## config.mk

```make
export PLATFORM = sky130hd
export DESIGN_NAME = smv_front
export DESIGN_NICKNAME = d
export VERILOG_FILES = /design/src/rtl/smv_pkg.sv /design/src/rtl/smv_front.sv
export SDC_FILE = /design/constraint.sdc
export NUM_CORES = 1
export LEC_CHECK = 0
export ABC_CLOCK_PERIOD_IN_PS = 1500
export BUFFER_PORTS_ARGS = -buffer_cell sky130_fd_sc_hd__buf_2
export CAP_MARGIN = 0
export CORE_UTILIZATION = 31
export DETAILED_ROUTE_END_ITERATION = 16
export PLACE_DENSITY_LB_ADDON = 0.3
export RECOVER_POWER = 100
export REMOVE_ABC_BUFFERS = 1
export SLEW_MARGIN = 10
export SYNTH_ARGS = -nofsm -noshare
export SYNTH_HDL_FRONTEND = slang
export SYNTH_SLANG_ARGS = --single-unit
export TNS_END_PERCENT = 5
```

## constraint.sdc

```tcl
create_clock -name vclk -period 1.5
set_input_delay 0.075 -clock vclk [all_inputs]
set_output_delay 0.075 -clock vclk [all_outputs]
set_load 0.02 [all_outputs]
```

## src/rtl/smv_pkg.sv

```systemverilog
// ----------------------------------------------------------------------------
// smv_pkg: shared types and constants for the sparse matrix-vector block
// Field widths, operation codes, register indexes and the control word that
// travels with each item from the front end through the queue to the back end.
// ----------------------------------------------------------------------------
package smv_pkg;

   // Fixed field widths of the stream and configuration ports.
   localparam int INDEX_W     = 10;
   localparam int FIELD_W     = 32;
   localparam int OP_W        = 2;
   localparam int ROW_IDX_W   = 16;
   localparam int ROWS_W      = 17;
   localparam int COLS_W      = 11;
   localparam int ACC_W       = 64;
   localparam int REQ_TDATA_W = 48;
   localparam int RSP_TDATA_W = 48;
   localparam int CSR_ADDR_W  = 1;
   localparam int CSR_DATA_W  = 17;

   // Depth of the queue between front and back end.
   localparam int FIFO_DEPTH  = 4;
   localparam int FIFO_AW     = 2;
   localparam int FIFO_CNT_W  = 3;

   // Operation codes carried in req_tuser.
   localparam logic [OP_W-1:0] OP_LOAD    = 2'd0;
   localparam logic [OP_W-1:0] OP_NONZERO = 2'd1;
   localparam logic [OP_W-1:0] OP_EMPTY   = 2'd2;

   // Configuration register indexes.
   localparam logic [CSR_ADDR_W-1:0] CSR_NUM_ROWS = 1'd0;
   localparam logic [CSR_ADDR_W-1:0] CSR_NUM_COLS = 1'd1;

   // Classified item as it travels through the queue.
   typedef struct packed {
      logic is_load;   // write the vector store
      logic is_mac;    // multiply-accumulate a nonzero
      logic col_ok;    // column is inside the vector in use
      logic row_done;  // this item closes the current row
   } item_ctl_type;

endpackage

```

## src/rtl/smv_front.sv

```systemverilog
// ----------------------------------------------------------------------------
// smv_front: input classification
// Decodes each request transfer, checks its index against the store depth and
// the column count in use, and pushes the classified item into the queue.
// ----------------------------------------------------------------------------
module smv_front
   import smv_pkg::*;
#(
   parameter int MAX_COLS    = 1024,
   parameter int AW          = 10,
   parameter int VALUE_WIDTH = 32
) (
   input  logic                   req_tvalid,
   output logic                   req_tready,
   input  logic [REQ_TDATA_W-1:0] req_tdata,   // [9:0] index, [41:10] value, rest zero
   input  logic [OP_W-1:0]        req_tuser,   // [1:0] operation
   input  logic                   req_tlast,   // row_end
   input  logic [COLS_W-1:0]      num_cols,
   input  logic                   fifo_full,
   output logic                   push,
   output item_ctl_type           push_ctl,
   output logic [AW-1:0]          push_addr,
   output logic [VALUE_WIDTH-1:0] push_value
);

   localparam logic [31:0] MaxCols = 32'(MAX_COLS);

   logic [INDEX_W-1:0] idx;
   logic               in_store;
   logic               keep;

   assign idx        = req_tdata[INDEX_W-1:0];
   assign push_value = req_tdata[INDEX_W +: VALUE_WIDTH];
   assign push_addr  = AW'(idx);
   assign in_store   = 32'(idx) < MaxCols;

   // Decode the operation into the control word.
   always_comb begin
      push_ctl        = '0;
      push_ctl.col_ok = ({1'b0, idx} < num_cols) && in_store;
      unique case (req_tuser)
         OP_LOAD: begin
            push_ctl.is_load = in_store;
         end
         OP_NONZERO: begin
            push_ctl.is_mac   = 1'b1;
            push_ctl.row_done = req_tlast;
         end
         OP_EMPTY: begin
            push_ctl.row_done = 1'b1;
         end
         default: begin
            push_ctl.col_ok = 1'b0;
         end
      endcase
   end

   // Items that change nothing (unused code, load past the store) are dropped.
   assign keep       = push_ctl.is_load | push_ctl.is_mac | push_ctl.row_done;
   assign req_tready = !fifo_full;
   assign push       = req_tvalid && !fifo_full && keep;

endmodule

```

# ---- After elaboration in Yosys (flattened, before gate mapping)
# Cells that the tools add are included.
dict set report word_totals {
  rom_bits 0
  word_cells 14
  memories 0
  ff_bits 0
  mem_bits_rw 0
  output_inout_bits 48
  inputBits 64
  latchBits 0
}
dict set report classes {
  n_addsub 0
  div_mod_pow 0
  n_shift 0
  muxes 4
  bitwise_logic 2
  n_reduce_logical 5
  magnitude_cmp 1
  n_mul 0
  eq_ne 2
}
# op n
set ops {}
lappend ops {{< comparator 10 x 11 -> 1 bit} 1}
lappend ops {{two-way mux 1 bit} 3}
lappend ops {{OR reduction 3 bit} 1}
lappend ops {{== test 2 x 1 -> 1 bit, second input constant} 1}
lappend ops {{== test 2 bit, second input constant} 1}
lappend ops {{logical AND 1 bit} 2}
lappend ops {{logical NOT 2 bit} 1}
lappend ops {{bitwise OR 1 bit} 2}
lappend ops {{one-hot mux 1 bit (2 select lines)} 1}
lappend ops {{logical NOT 1 bit} 1}

# ---- Logic depth before layout (Yosys ltp)
dict set report logic_depth {
  ltp_word 5
  mapped_depth 6
  ltp_nobuf 6
}

# ---- Worst setup path before layout
# Ideal clock, no wire load.
dict set report synth_path {
  path_kind {input port to output port}
  start {input num_cols[8]}
  end {output push_ctl[1] in the netlist's numbering}
  setup_slack_ns 0.097
  cell_stages 6
  arrival_time_ns 1.328
  n_path_buf 0
  required_time_ns 1.425
  path_cell_list {inv_1 ha_1 a21o_1 a21oi_2 nor2_1 a2111oi_2}
}
# element line
set synth_rtl {}
lappend synth_rtl {{from (decl)} smv_front.sv:18} ;# input logic [COLS_W-1:0] num_cols,
lappend synth_rtl {{to (decl)} smv_front.sv:21} ;# output item_ctl_type push_ctl,

==> impl_metrics.yaml <==
run_status:
  status: "finished, final reports clean"
route:
  wirelength_um: 2300
  first_iter_violations: 1
  wl_per_cell_um: 20.35
  wl_met2_um: 986
  drtPass1Iterations: 2
  vias: 484
  antenna_left: 0
  wl_met1_um: 654
  routed-wl-met3_um: 659
  vias_per_cell: 4.283
  routed.top_layer: "met3"
  drcViolationCount: 0
synth:
  ys_types: 15
  yosys_warnings: 0
  yosysTopAreaCellShare: 0.4846
  seq_area_frac_synth: 0
  yosys.area.top_type: "buf_4"
  synth_area_sq_um: 650.6
  synth_commonest_cells: "buf_4 (42), ha_1 (14), inv_1 (12)"
  synth.area.top_cells: "buf_4 (48%), ha_1 (27%), inv_1 (6.9%)"
  syn_avg_cell_area_sq_um: 7.565
  synth_most_common_cell: "buf_4"
  synth_cells: 86
sta:
  rsz0062_at_grt: "no"
  setup_viol: 0
  max_slew_margin: 0.8020
  fin_ws_ns: 0.1531
  post-route-period-util: 0.8979
  whs_ns: 0.1501
  clock.fmax_mhz: 742.5
  hold_violations: 0
  worstMarginPinSlew_ns: 0.2964
  fin_setup_tns_ns: 0
  min_period_ns: 1.347
  slew_viol_final: 0
clock_tree:
  ctsHoldBuffers: 0
setup_path:
  path_class: "primary input to output pin"
  end_kind: "output pin"
  cp.required_ns: 1.42
  critical_path.max_fanout: 2
  arrival_ns: 1.27
  cp-start-kind: "primary input"
pwr:
  power.leakage_nw: 0.3403
  p_per_area_nw_per_um2: 283.7
  vdd_ir_drop_max_uv: 76.95
  power.total_mw: 0.1636
floorplan:
  rows: 16
  core_sq_um: 1962
  dieHeight_um: 47.81
  die_w_um: 47.81
  initial_core_util: 0.3316
  dieArea_sq_um: 2286
  io_pins: 112
grt:
  grt_pass1_vias: 406
  grt_max_degree: 5
  grt_usage: 0.1900
  grt_pass1_wl_um: 2663
  gr-total-overflow: 0
  antenna_found_initial: 0
final_layout:
  syn2layout_area_growth_pct: -11.35
  regArea_sq_um: 0
  nFlopsAndLatches: 0
  final_cells: 113
  post_route_cells_drive_above_1_share: 0.3721
  nFillCells: 239
  clkbuf_count: 0
  layout.nets: 166
  n_antenna_cell: 0
place:
  hpwl_um: 2177
  port_buffers: 42
  place_congestion: 0.7524
  preCtsSetupSlack_ns: -0.01054
  place_inst: 113
worst_hold_path:
  hp-class: "primary input to output pin"
run:
  max_cap_violations: 0
## power breakdown
group	internal (mW)	switching (mW)	total, mW
sequential	0	0	0
combinational	0.0719	0.0917	0.164
clock	0	0	0
## path summary, 6_finish.rpt
kind / startpoint / slack [ns] / end / cells after the start
setup / recovery: req_tdata[8] / 0.15 / push_ctl[1] / 7
hold / removal: req_tdata[30] / 0.15 / push_value[20] / 0
## cells by family (layout without fill, tap and decap cells)
logic type | after synthesis | count (layout) | share of synthesized area
compound gates | 9 | 9 | 0.09806
fa+ha+maj | 14 | 14 | 0.2692
buf+inv | 54 | 54 | 0.5538
simple gates | 9 | 9 | 0.07885
## layout by cell type (no fill, tap or decap)
master      n
a2111oi_2   1
a21o_1      2
a21oi_1     4
a21oi_2     1
buf_2      27
buf_4       1
clkbuf_1   14
ha_1       13
ha_4        1
inv_1      11
inv_2       1
nand2_1     1
nand3_1     1
nand4_1     1
nand4b_1    1
nor2_1      2
nor2b_1     2
nor3b_1     1
o21ai_1     1
## through the flow
step / area (sq um) / util
global placement: 579.3 / 0.2953
global route: 576.8 / 0.2940
CTS: 579.3 / 0.2953
detailed placement: 579.3 / 0.2953
floorplan: 335.3 / -
finish: 576.8 / 0.2940
## repair_timing
| item | CTS | global route |
|---|---|---|
| cloned | 0 | 0 |
| buffers inserted | 0 | 0 |
| setup endpoints to repair | 1 | 1 |
| gates resized for setup | 0 | 4 |
| pin swaps | 1 | 2 |
## worst max-delay path, stage by stage
cell and delay (ns):
buf_2 0.12, ha_4 0.24, a21o_1 0.16, a21oi_2 0.12, nor2_1 0.05, a2111oi_2 0.30, buf_4 0.20
## area by class of cell
cell class                      instances  area [sq um]  area share
Tap cell                               27         33.78     0.05857
Inverter                               12         45.04     0.07809
Timing Repair Buffer                   42         195.2      0.3384
Multi-Input combinational cell         32         302.8      0.5249
## layer usage
| metal | vias to the layer above | GRT usage |
|---|---|---|
| li1 | 231 | - |
| met1 | 192 | 0.1689 |
| met2 | 61 | 0.2838 |
| met3 | 0 | 0.2377 |
| met4 | 0 | 0 |
| met5 | - | 0.1000 |
Note: power is estimated with default switching activity, not from simulation.
