--- src/rtl/smv_pkg.sv ---
// ----------------------------------------------------------------------------
// smv_pkg: shared types and constants for the sparse matrix-vector block
// Field widths, operation codes, register indexes and the control word that
// travels with each item from the front end through the queue to the back end.
// ----------------------------------------------------------------------------
package smv_pkg;

   // Fixed field widths of the stream and configuration ports.
   localparam int INDEX_W     = 10;
   localparam int FIELD_W     = 32;
   localparam int OP_W        = 2;
   localparam int ROW_IDX_W   = 16;
   localparam int ROWS_W      = 17;
   localparam int COLS_W      = 11;
   localparam int ACC_W       = 64;
   localparam int REQ_TDATA_W = 48;
   localparam int RSP_TDATA_W = 48;
   localparam int CSR_ADDR_W  = 1;
   localparam int CSR_DATA_W  = 17;

   // Depth of the queue between front and back end.
   localparam int FIFO_DEPTH  = 4;
   localparam int FIFO_AW     = 2;
   localparam int FIFO_CNT_W  = 3;

   // Operation codes carried in req_tuser.
   localparam logic [OP_W-1:0] OP_LOAD    = 2'd0;
   localparam logic [OP_W-1:0] OP_NONZERO = 2'd1;
   localparam logic [OP_W-1:0] OP_EMPTY   = 2'd2;

   // Configuration register indexes.
   localparam logic [CSR_ADDR_W-1:0] CSR_NUM_ROWS = 1'd0;
   localparam logic [CSR_ADDR_W-1:0] CSR_NUM_COLS = 1'd1;

   // Classified item as it travels through the queue.
   typedef struct packed {
      logic is_load;   // write the vector store
      logic is_mac;    // multiply-accumulate a nonzero
      logic col_ok;    // column is inside the vector in use
      logic row_done;  // this item closes the current row
   } item_ctl_type;

endpackage

--- src/rtl/smv_fifo.sv ---
// ----------------------------------------------------------------------------
// smv_fifo: item queue
// Small register queue that decouples the front end from the back end so that
// each side can stall on its own.
// ----------------------------------------------------------------------------
module smv_fifo
   import smv_pkg::*;
#(
   parameter int DATA_W = 46
) (
   input  logic              clock,
   input  logic              reset,
   input  logic              push,
   input  logic [DATA_W-1:0] push_data,
   input  logic              pop,
   output logic [DATA_W-1:0] pop_data,
   output logic              full,
   output logic              empty
);

   logic [DATA_W-1:0]     slot_ff [FIFO_DEPTH];
   logic [FIFO_AW-1:0]    wr_ptr_ff, wr_ptr_in;
   logic [FIFO_AW-1:0]    rd_ptr_ff, rd_ptr_in;
   logic [FIFO_CNT_W-1:0] count_ff, count_in;

   assign full     = count_ff == FIFO_CNT_W'(FIFO_DEPTH);
   assign empty    = count_ff == '0;
   assign pop_data = slot_ff[rd_ptr_ff];

   // Pointer and fill count update.
   always_comb begin
      wr_ptr_in = push ? wr_ptr_ff + 1'b1 : wr_ptr_ff;
      rd_ptr_in = pop ? rd_ptr_ff + 1'b1 : rd_ptr_ff;
      count_in  = count_ff;
      if (push && !pop) begin
         count_in = count_ff + 1'b1;
      end else if (pop && !push) begin
         count_in = count_ff - 1'b1;
      end
   end

   always_ff @(posedge clock) begin
      if (reset) begin
         wr_ptr_ff <= '0;
         rd_ptr_ff <= '0;
         count_ff  <= '0;
      end else begin
         wr_ptr_ff <= wr_ptr_in;
         rd_ptr_ff <= rd_ptr_in;
         count_ff  <= count_in;
      end
   end

   // Storage slots hold payload only.
   always_ff @(posedge clock) begin
      if (push) begin
         slot_ff[wr_ptr_ff] <= push_data;
      end
   end

endmodule

--- config.mk ---
export PLATFORM = sky130hd
export DESIGN_NAME = smv_fifo
export DESIGN_NICKNAME = d
export VERILOG_FILES = /design/src/rtl/smv_pkg.sv /design/src/rtl/smv_fifo.sv
export SDC_FILE = /design/constraint.sdc
export NUM_CORES = 1
export LEC_CHECK = 0
export BUFFER_PORTS_ARGS = -buffer_cell sky130_fd_sc_hd__buf_2
export CAP_MARGIN = 20
export CORE_MARGIN = 2
export CORE_UTILIZATION = 60
export DETAILED_ROUTE_END_ITERATION = 12
export MAX_ROUTING_LAYER = met4
export PLACE_DENSITY = 0.83
export SYNTH_ARGS = -nofsm -noshare
export SYNTH_HDL_FRONTEND = slang
export SYNTH_SLANG_ARGS = --single-unit
export TNS_END_PERCENT = 100
--- constraint.sdc ---
create_clock -name clock -period 6 [get_ports clock]
set_input_delay 1.2 -clock clock [delete_from_list [all_inputs] [get_ports clock]]
set_output_delay 1.2 -clock clock [all_outputs]
set_load 0.02 [all_outputs]
Word-level counts from Yosys, hierarchy flattened
Memories as Yosys holds them, arrays and structs flattened. A register that Yosys moved wholly into a read port is not among the register bits.
Index checks and enable logic that the tools add are counted.
W data, S select, Z words.
{"block": "word_totals", "regBits": 7, "ram_bits": 184, "in_bits": 50, "output_inout_bits": 48, "mem_count": 1}
{"memory": "slot_ff", "words": 4, "width": 46, "read_ports": 1, "rd_clocked_by_memory_dff": 1, "wr": 1, "line": "smv_fifo.sv:21", "source": "logic [DATA_W-1:0] slot_ff [FIFO_DEPTH];"}
{"block": "classes", "n_addsub": 4, "n_eq_ne": 1, "mux": 6, "reduce_logical": 6}
{"cell": "$mux W3", "count": 2}
{"cell": "$add A2 B1 Y2 const B", "count": 2}
{"cell": "$mux W2", "count": 2}
{"cell": "$add A3 B1 Y3 const B", "count": 1}
{"cell": "$eq A3 B3 Y1 const B", "count": 1}
{"cell": "$logic_not A3 Y1", "count": 1}
{"cell": "$sub A3 B1 Y3 const B", "count": 1}
{"cell": "$logic_and A1 B1 Y1", "count": 2}
{"cell": "$logic_not A1 Y1", "count": 2}
{"cell": "$mux W1", "count": 2}
{"cell": "$reduce_bool A2 Y1", "count": 1}

Longest topological paths before layout
Gate-level depths: netlist of run 1.
{"block": "logic_depth", "depth_word": 4, "mapped_depth": 7, "ltp_nobuf": 7}

Worst setup path after synthesis of run 1
Ideal clock, no wire load.
{"block": "synth_timing", "path_type": "input to register", "start": "input push", "end": "memory slot_ff[0][0] (enable)", "setup_ps": 408, "arrival_ps": 2305, "required_ps": 5592, "slack_ps": 3287, "cell_stages": 1, "cell_sequence": "and2_1"}
{"block": "synth_via", "elab_chain_len": 2}
{"item": "start, declared", "line": "smv_fifo.sv:13", "source": "input logic push,"}
{"item": "$mux W1", "line": "smv_fifo.sv:56", "source": "if (push) begin"}
{"item": "$mux W1 (not written as such)", "line": "smv_fifo.sv:57", "source": "slot_ff[wr_ptr_ff] <= push_data;"}
{"item": "end, declared", "line": "smv_fifo.sv:21"}
No other way between the ends.

==> results, run 1 <==
- The run finished, with violations left.
- The checks that failed: design-rule violations.
- The leakage power of the design is 2.823 nW.
- The share of the synthesized area in compound gates (AO/OA/AOI/OAI) is less than 1%.
- The layout net count is 450.
- The number of DRC violations after detailed-routing iteration 0 is about 270.
- The total number of H-tree levels is 4.
- The clock passes through at most 2 buffers.
- In the global route stage, met3 resource usage came out at 7.017%.
- The die height is about 110 um.
- The minimum period implied by the final worst setup slack is 3433 ps.
- The hold buffer count at CTS is 0.
- Power spread over the standard cell area amounts to approximately 350 nW/um^2.
- The maximum fanout along the worst path is 46.
- The path class of the tightest hold or removal check is reg -> reg.
- Internal power comes to about 2.2 mW.
- Yosys printed 0 warnings.
- In the final layout, flip-flops and latches occupy 5710 um^2.
- In the post-synthesis netlist, the biggest area contributors are sky130_fd_sc_hd__edfxtp_1 (78%), sky130_fd_sc_hd__mux4_2 (13%), sky130_fd_sc_hd__dfxtp_1 (2.5%).
- The final RePlAce weighted congestion is roughly 0.69.
- The part of the cycle the worst path needs is a little under three fifths.
- The root buffer cell is sky130_fd_sc_hd__clkbuf_16.
- By count the netlist is led by sky130_fd_sc_hd__edfxtp_1 (184), sky130_fd_sc_hd__mux4_2 (40), sky130_fd_sc_hd__dfxtp_1 (9).
- In this run, synthesis inferred approximately 180 flip-flops with an integrated enable.
- The wire length per cell after detailed routing is roughly 21 um.
- The post-route DRC violation count is 8.
- The ratio of routed vias to standard cells is about 5.8.
- The portion of synthesized area spent on multiplexers is 15.13%.
- The floorplan step defined a die boundary enclosing 12770 um^2.
- The routed design has 11610 um of wire.
- The busiest layer in global routing is met2.
- Once the floorplan was initialized, standard cells occupied 61.91% of the core.
- In this run the post-CTS setup repair buffer count came out at 0.
- The actual transition at the worst max-transition pin is 910.4 ps.
- The final setup violation count is 0.
- The worst-case IR drop observed on VDD is approximately 210 uV.
- Clock-pin slew was measured on the worst setup and hold paths at 60 ps.
- The setup path with the least slack is of type reg -> out.
- The final-report hold violation count came to 0.
- The adder and majority gate portion of the synthesized area is 1.158%.
- The max-cap violation count is 0.
- The clock network fraction of total power is between 30 and 40%.
- The horizontal die dimension is between 100 and 150 um.
- Summing over every cut layer, the via total after detailed routing is between 3000 and 4000.
- The number of buffers inserted by port buffering is 97.
- In the synthesized netlist the dominant register cell turns out to be sky130_fd_sc_hd__edfxtp_1.
- The count of state elements after synthesis is 193.
- Setup repair after global routing left no endpoint under its margin.
- The number of global-route vias before repair is 3341.
- The distinct cell type count after synthesis is 23.
- The total negative slack for setup checks is 0 ps.
- The total number of clock tree sinks is ~190.
- Summing every instance area after synthesis gives about 7100 um^2.
- The global routing usage summed across all routing layers is 20.17%.
- The post-synth net total is 340.
- The initial antenna violation count is 1.
- Combinational logic burns between 10% and 20% of the power.
- In the global route stage, met1 resource usage came out at roughly a quarter.
- The maximum achievable frequency is 291.3 MHz.
- After synthesis, flip-flops and latches occupy 80.03% of the total area.
- Entering global routing, the biggest net connects 47 pins.
- The quantity of gates resized following cts is 0.
- The dominant combinational cell family by area after synthesis is multiplexers.
- The final worst hold slack is about 510 ps.
- Compared with the post-synthesis result, the final layout area differs by 15.44%.
- In this run the standard cell core region covers about 12000 um^2.
- Summing the areas of all xor and xnor instances in the mapped netlist gives 0.6143% of the synthesized area.
- After Yosys synthesis, and, or, nand and nor cells account for between 1 and 1.5% of the synthesized area.
- The switching power as a share of total power is approximately 22%.
- The max-slew violation count came to 0.
- In this run the power spent charging and discharging nets is roughly 0.63 mW.
- The TritonCTS clock tree is yes.
- The area occupied by multi-input gates is between 1000 and 1500 um^2.
- The fraction of layout cells with a size suffix above 1 is 42.57%.
- The critical path capture point type is an output pin.
- The clock latency at the later pin of the worst-skew pair is 430 ps.
- The proportion of register bits with asynchronous set or reset after synthesis is 0%.
- The area share of the largest cell type after synthesis is between 70% and 80%.
- In this run the count of I/O pins placed on the die edge is ~100.
- The post-synthesis average cell area is between 20 and 30 um^2.
- Buffers inserted during clock tree synthesis total 17.
- The worst max-slew margin expressed relative to the limit is roughly two fifths.
- The critical path startpoint category is a flop.
- The largest total area in the synthesized netlist belongs to sky130_fd_sc_hd__edfxtp_1.
- The detailed-router iteration count before antenna repair is 9.
- The number of fillers in the final layout is between 600 and 700.
- The cell with the most instances after synthesis is sky130_fd_sc_hd__edfxtp_1.
- The HPWL reported at the end of detailed placement is between 6000 and 7000 um.
- Between clock sinks in the finished design, the worst skew comes to 11.05 ps.
- The sequential power share is 55.4%.
- The placement row count is 39.
- The data arrival time of the critical path is 2230 ps.
- The total global routing overflow is 0.
- In the global route stage, met2 resource usage came out at between 30% and 40%.
- For the worst setup path, the data required time is ~4800 ps.
- Synthesis handed over a netlist of approximately 280 instances.
- The number of nets with antenna violations after routing is 0.
- The first global-routing pass estimated approximately 18000 um of wire.
==> cell usage in the layout (no fill, tap or decap) <==
cell,instances
sky130_fd_sc_hd__mux4_1,6
sky130_fd_sc_hd__nand2_1,1
sky130_fd_sc_hd__ha_1,5
sky130_fd_sc_hd__buf_4,5
sky130_fd_sc_hd__o21ai_0,1
sky130_fd_sc_hd__clkinv_1,2
sky130_fd_sc_hd__or3_1,1
sky130_fd_sc_hd__mux4_2,40
sky130_fd_sc_hd__bufinv_16,1
sky130_fd_sc_hd__edfxtp_1,184
sky130_fd_sc_hd__xnor2_1,2
sky130_fd_sc_hd__clkbuf_16,17
sky130_fd_sc_hd__dfxtp_2,1
sky130_fd_sc_hd__nor2_1,7
sky130_fd_sc_hd__buf_2,97
sky130_fd_sc_hd__inv_1,4
sky130_fd_sc_hd__dfxtp_4,1
sky130_fd_sc_hd__clkbuf_1,3
sky130_fd_sc_hd__nor3b_1,1
sky130_fd_sc_hd__fa_1,1
sky130_fd_sc_hd__dfxtp_1,7
sky130_fd_sc_hd__clkinv_2,5
sky130_fd_sc_hd__mux2i_1,2
sky130_fd_sc_hd__and2_2,4
sky130_fd_sc_hd__diode_2,1
sky130_fd_sc_hd__a21oi_1,1
sky130_fd_sc_hd__xor2_1,3
sky130_fd_sc_hd__clkinvlp_4,1
sky130_fd_sc_hd__nor3_1,1
==> per-stage QoR <==
stage          power, mW  setup WS [ps]  area, um^2  instances  util, %
2_1_floorplan      1.814           3287        7129        284        -
6_report           2.866           2567        8230        548    71.47
5_1_grt            2.959           2391        8230        548    71.47
3_5_place_dp       1.915           2935        7721        518    67.05
3_3_place_gp       1.904           2930        7721        518    67.05
4_1_cts            2.894           2483        8228        547    71.45
==> path summary, 6_finish.rpt <==
kind | startpoint | to | slack [ps] | cells past startpoint
max reg2reg | wr_ptr_ff[0] | slot_ff[0][32] | 4070 | 4
min | count_ff[2] | count_ff[2] | 510 | 2
min reg2reg | count_ff[2] | count_ff[2] | 510 | 2
max | flop | pop_data[45] | 2570 | 2
==> state kept, by name, indices dropped and copies added, names as in the netlist, named ones only <==
signal / count
slot_ff: 184
count_ff: 3
rd_ptr_ff: 2
wr_ptr_ff: 2
==> per-layer routing <==
metal  up-vias  part of all wire [%]
met2        93                    50
met4         0                   1.1
met1      1633                    42
met5         -                     0
met3        17                   7.1
li1       1413                     -
==> worst max-delay path, cell delays in order (launching register included) <==
cell and delay [ps]:
sky130_fd_sc_hd__dfxtp_4 960, sky130_fd_sc_hd__mux4_1 660, sky130_fd_sc_hd__buf_2 180
==> power by group through the flow <==
stage	logic, mW	registers (mW)	clock network, mW
after global routing	0.316	1.60	1.05
after floorplan	0.225	1.59	0
after CTS	0.301	1.59	1.00
after detailed placement	0.298	1.62	0
final	0.296	1.59	0.981
after global placement	0.291	1.61	0
==> kinds of logic after synthesis <==
group                    Yosys count
AND/OR/NAND/NOR                   15
multiplexers                      48
adder cells (fa/ha/maj)            6
buffers and inverters             15
XOR/XNOR                           5
AO/OA/AOI/OAI                      2
flip-flops                       193
==> layout make-up <==
cell class,instances,share of cell area (%)
antenna,1,0.03040
clock buffer,20,5.306
clock inverter,9,0.8513
inverter,4,0.1824
multi-input combinational,76,15.72
sequential,193,69.38
tap,143,2.174
timing repair buffer,102,6.355
Power figures use the tool's default switching activity.
==> inputs of run 2 (changes only) <==
- ABC_AREA: default -> 1
- CORE_UTILIZATION: 60 -> 57
- PLACE_DENSITY: 0.83 -> 0.79
- clock period: 6 -> 3.3 ns (I/O delays scaled with it)
==> run 2 against run 1 <==
The run now ends clean. Clock skew down 4.8 ps. First-iteration DRC count increased by 42%. Synthesized cell count is 77% higher. Non-clock buffer count grew 7. Register-to-register slack lost 2600 ps.
==> results, run 2 <==
- The number of fillers in the final layout is 895 (+32%).
- The largest registers in the layout are slot_ff: 184 flops, count_ff: 3 flops.
- The maximum achievable frequency is approximately 340 MHz.
- The wire length on met2 came to 7273 um (+25%).
- The switching power as a share of total power is 22.85% (+0.72 points).
- The post-synthesis average cell area was 14.45 um^2 (-42%).
- STA classifies the critical path endpoint as an output pin.
- The HPWL reported at the end of detailed placement is 8143 um (+23%).
- The combinational fraction of design power was 10.4% (about the same).
- The total global routing overflow came to 0 (unchanged).
- The final worst hold slack was 410.8 ps (-96.98 ps).
- The deepest clock path buffer count is 2 (unchanged).
- The global routing usage summed across all routing layers came to 22.38% (+2.2 points).
- The horizontal die dimension was 116.9 um (+3.5%).
- The final setup skew is 6.243 ps (-4.802 ps).
- The most common cell after layout, fill and taps aside is sky130_fd_sc_hd__edfxtp_1.
- The number of global-route vias before repair is 4307 (+29%).
- The I/O pin total came to 98 (unchanged).
- The total power after layout is 5.345 mW (+87%).
- The max-slew violation count is 0 (unchanged).
- The maximum fanout along the worst path came to 27 (-41%).
- The actual transition at the worst max-transition pin was 914.0 ps (+3.610 ps).
- The slack of the critical path was 363.5 ps (-2203 ps).
- The detailed-router iteration count before antenna repair is 5 (-4).
- The initial antenna violation count is 1 (unchanged).
- The met1 wire length came to 5843 um (+20%).
- In this run the most critical hold path is launched from reset.
- The worst max-slew margin expressed relative to the limit is 39.07% (-0.24 points).
- STA classifies the critical path startpoint as a flop.
- Routed signal wires occupy layers up through met4.
- The cell count of the worst hold path is 2 (unchanged).
- Of all cell types, the one taking the most synthesized area is sky130_fd_sc_hd__edfxtp_1.
- The quantity of gates resized following cts is 0 (unchanged).
- In the layout the commonest cells are sky130_fd_sc_hd__edfxtp_1 (184), sky130_fd_sc_hd__nor2_1 (98), sky130_fd_sc_hd__buf_2 (97), sky130_fd_sc_hd__o21ai_0 (63), sky130_fd_sc_hd__o22ai_1 (46).
- By area the synthesized netlist is led by sky130_fd_sc_hd__edfxtp_1 (76%), sky130_fd_sc_hd__nor2_1 (5.1%), sky130_fd_sc_hd__o21ai_0 (4.3%).
- The ratio of routed vias to standard cells came to 5.544 (-3.7%).
- The part of the cycle the worst path needs is 88.99%.
- The TritonCTS clock tree is yes.
- After synthesis, the most frequently instantiated cells are sky130_fd_sc_hd__edfxtp_1 (184), sky130_fd_sc_hd__nor2_1 (98), sky130_fd_sc_hd__o21ai_0 (63).
- The most used flip-flop cell after synthesis is sky130_fd_sc_hd__edfxtp_1.
- Setup repair after global routing left no endpoint under its margin.
- The design internal power was 4.124 mW (+85%).
- The critical path is of the reg -> out type.
- The total wire length after detailed routing is 14260 um (+23%).
- The total via count in the routed design is 4369 (+38%).
- The maximum vdd ir drop is 301.3 uV (+41%).
- The number of buffers inserted by port buffering is 97 (unchanged).
- The post-synth design cell area is 7268 um^2 (+1.9%).
- The layout net count was 658 (+46%).
- The initial core utilization is 58.07% (-3.8 points).
- The worst register-to-register path ends at slot_ff[0][20].
- The count of placed standard cells in the final layout, fillers left out is 788 (+44%).
- The clock input transition at the sequential cells of the worst setup and hold paths is 60 ps (about the same).
- The leakage power of the design is 3.031 nW (+7.4%).
- The sequential power share is 52.9% (-2.5 points).
- The die height is 116.9 um (+3.5%).
- The final RePlAce weighted congestion is 0.7590 (+10%).
- The clock network fraction of total power came to 36.7% (+2.4 points).
- The total power divided by cell area came to 632.2 nW/um^2 (+82%).
- The flow ran to the end, and the final reports show no timing, DRC or antenna violations.
- The net switching power of the design came to 1.221 mW (+93%).
- The tree is rooted in a sky130_fd_sc_hd__clkbuf_16.
- The placement row count came to 41 (+5.1%).
- The number of DRC violations after detailed-routing iteration 0 is 378 (+42%).
- The total setup buffers inserted after CTS came to 0 (unchanged).
- Relative to the synthesized area, the layout overhead comes to 16.32%.
- The worst setup slack after placement is 818.3 ps (-2117 ps).
- The total number of yosys warnings is 0 (unchanged).
- The required time reported for the critical path endpoint was 2640 ps (-2160 ps).
- The count of state elements after synthesis is 193 (unchanged).
- The number of placed cells counting well taps came to 755 (+46%).
- The max-cap violation count came to 0 (unchanged).
- The wire length of the first global-routing pass came to 21600 um (+22%).
- The final setup violation count was 0 (unchanged).
- The register-to-register setup slack is 1450 ps (-2620 ps).
- The final-report hold violation count was 0 (unchanged).
- The instance count of the mapped netlist came to 503 (+77%).
- The cell with the most instances after synthesis is sky130_fd_sc_hd__edfxtp_1.
- The clock latency at the later pin of the worst-skew pair was 420 ps (about the same).
- The area share of the largest cell type after synthesis is 76.02% (-1.5 points).
- The number of synthesized flops with an enable pin was 184 (unchanged).
- The post-synth net total is 559 (+64%).
- The fraction of layout cells with a size suffix above 1 was 23.25% (-19 points).
- The flip-flop count of the largest register after layout is 184 (unchanged).
- The hold buffer count at CTS is 0 (unchanged).
- The total die area is 13670 um^2 (+7.0%).
- The wire length per cell after detailed routing is 18.09 um (-15%).
- The source of the worst register-to-register timing path is wr_ptr_ff[0].
- The maximum number of pins on one net before global-route repair was 93 (+98%).
- The post-route DRC violation count is 0 (-8).
- The data arrival time of the critical path came to 2280 ps (+50 ps).
- The sink of the worst hold path is count_ff[0].
- The minimum period implied by the final worst setup slack is 2937 ps.
- The number of nets with antenna violations after routing was 0 (unchanged).
- The total number of clock tree sinks is 193 (unchanged).
- The path class of the tightest hold or removal check is in -> reg.
- The sequential area share after synthesis was 78.50% (-1.5 points).
- The placeable core region was 12520 um^2 (+8.7%).
- The total negative slack for setup checks is 0 ps (unchanged).
- The total number of H-tree levels is 4 (unchanged).
- The register with the most flip-flops is slot_ff.
- The distinct cell type count after synthesis came to 21 (-8.7%).
- The count of cells along the worst register-to-register path came to 5 (+1).
- The number of buffers added by the clock tree synthesis step is 17 (unchanged).
- The met3 routed wirelength is 950 um (+15%).
- The proportion of register bits with asynchronous set or reset after synthesis came to 0% (unchanged).
run 2: worst max path at each step:
stage,from,endpoint,cells past startpoint
after CTS,flop,pop_data[35],5
after floorplan,push,slot_ff[0][0],2
after global routing,flop,pop_data[35],5
final,flop,pop_data[35],5
after detailed placement,flop,pop_data[35],5
after global placement,flop,pop_data[35],5
run 2: worst max-delay path: stages, from the launching register on:
cell and delay, ps:
sky130_fd_sc_hd__dfxtp_2 330, sky130_fd_sc_hd__clkinv_1 650, sky130_fd_sc_hd__buf_4 480, sky130_fd_sc_hd__o21ai_0 100
sky130_fd_sc_hd__o22ai_1 110, sky130_fd_sc_hd__buf_2 180
run 2: area by class of cell:
type / count / area, um^2 / area share (%)
clock inverter: 4 / 47.55 / 0.5624
multi-input combinational: 264 / 1303 / 15.41
sequential: 193 / 5708 / 67.52
inverter: 17 / 63.81 / 0.7548
tap: 172 / 215.2 / 2.546
antenna: 1 / 2.502 / 0.02960
clock buffer: 28 / 526.8 / 6.231
timing repair buffer: 109 / 588.1 / 6.956
run 2: power groups by stage:
stage | clock (mW) | combinational [mW] | sequential, mW
2_1_floorplan | 0 | 0.356 | 2.87
3_3_place_gp | 0 | 0.542 | 2.87
3_5_place_dp | 0 | 0.559 | 2.88
4_1_cts | 1.99 | 0.562 | 2.83
5_1_grt | 2.08 | 0.611 | 2.83
6_report | 1.96 | 0.556 | 2.83
run 2: logic make-up (layout without fill, tap and decap cells):
family,count (synthesis),in the layout,synth area share [%]
xor+xnor,1,1,0.1205
simple gates,111,111,5.818
fa+ha+maj,6,6,1.136
flops,193,193,78.50
other cells,0,1,0
buf+inv,46,158,3.581
compound gates,146,146,10.85
run 2: routing by layer:
layer	up-vias	GRT usage, %
li1	2073	-
met2	143	35.41
met3	17	5.201
met4	0	8.157
met5	-	-
met1	2136	28.76
run 2: through the flow:
step / instance area, um^2 / utilization [%]
4_1_cts: 8452 / 67.52
6_report: 8454 / 67.54
3_3_place_gp: 7878 / 62.93
2_1_floorplan: 7268 / -
3_5_place_dp: 7878 / 62.93
5_1_grt: 8454 / 67.54
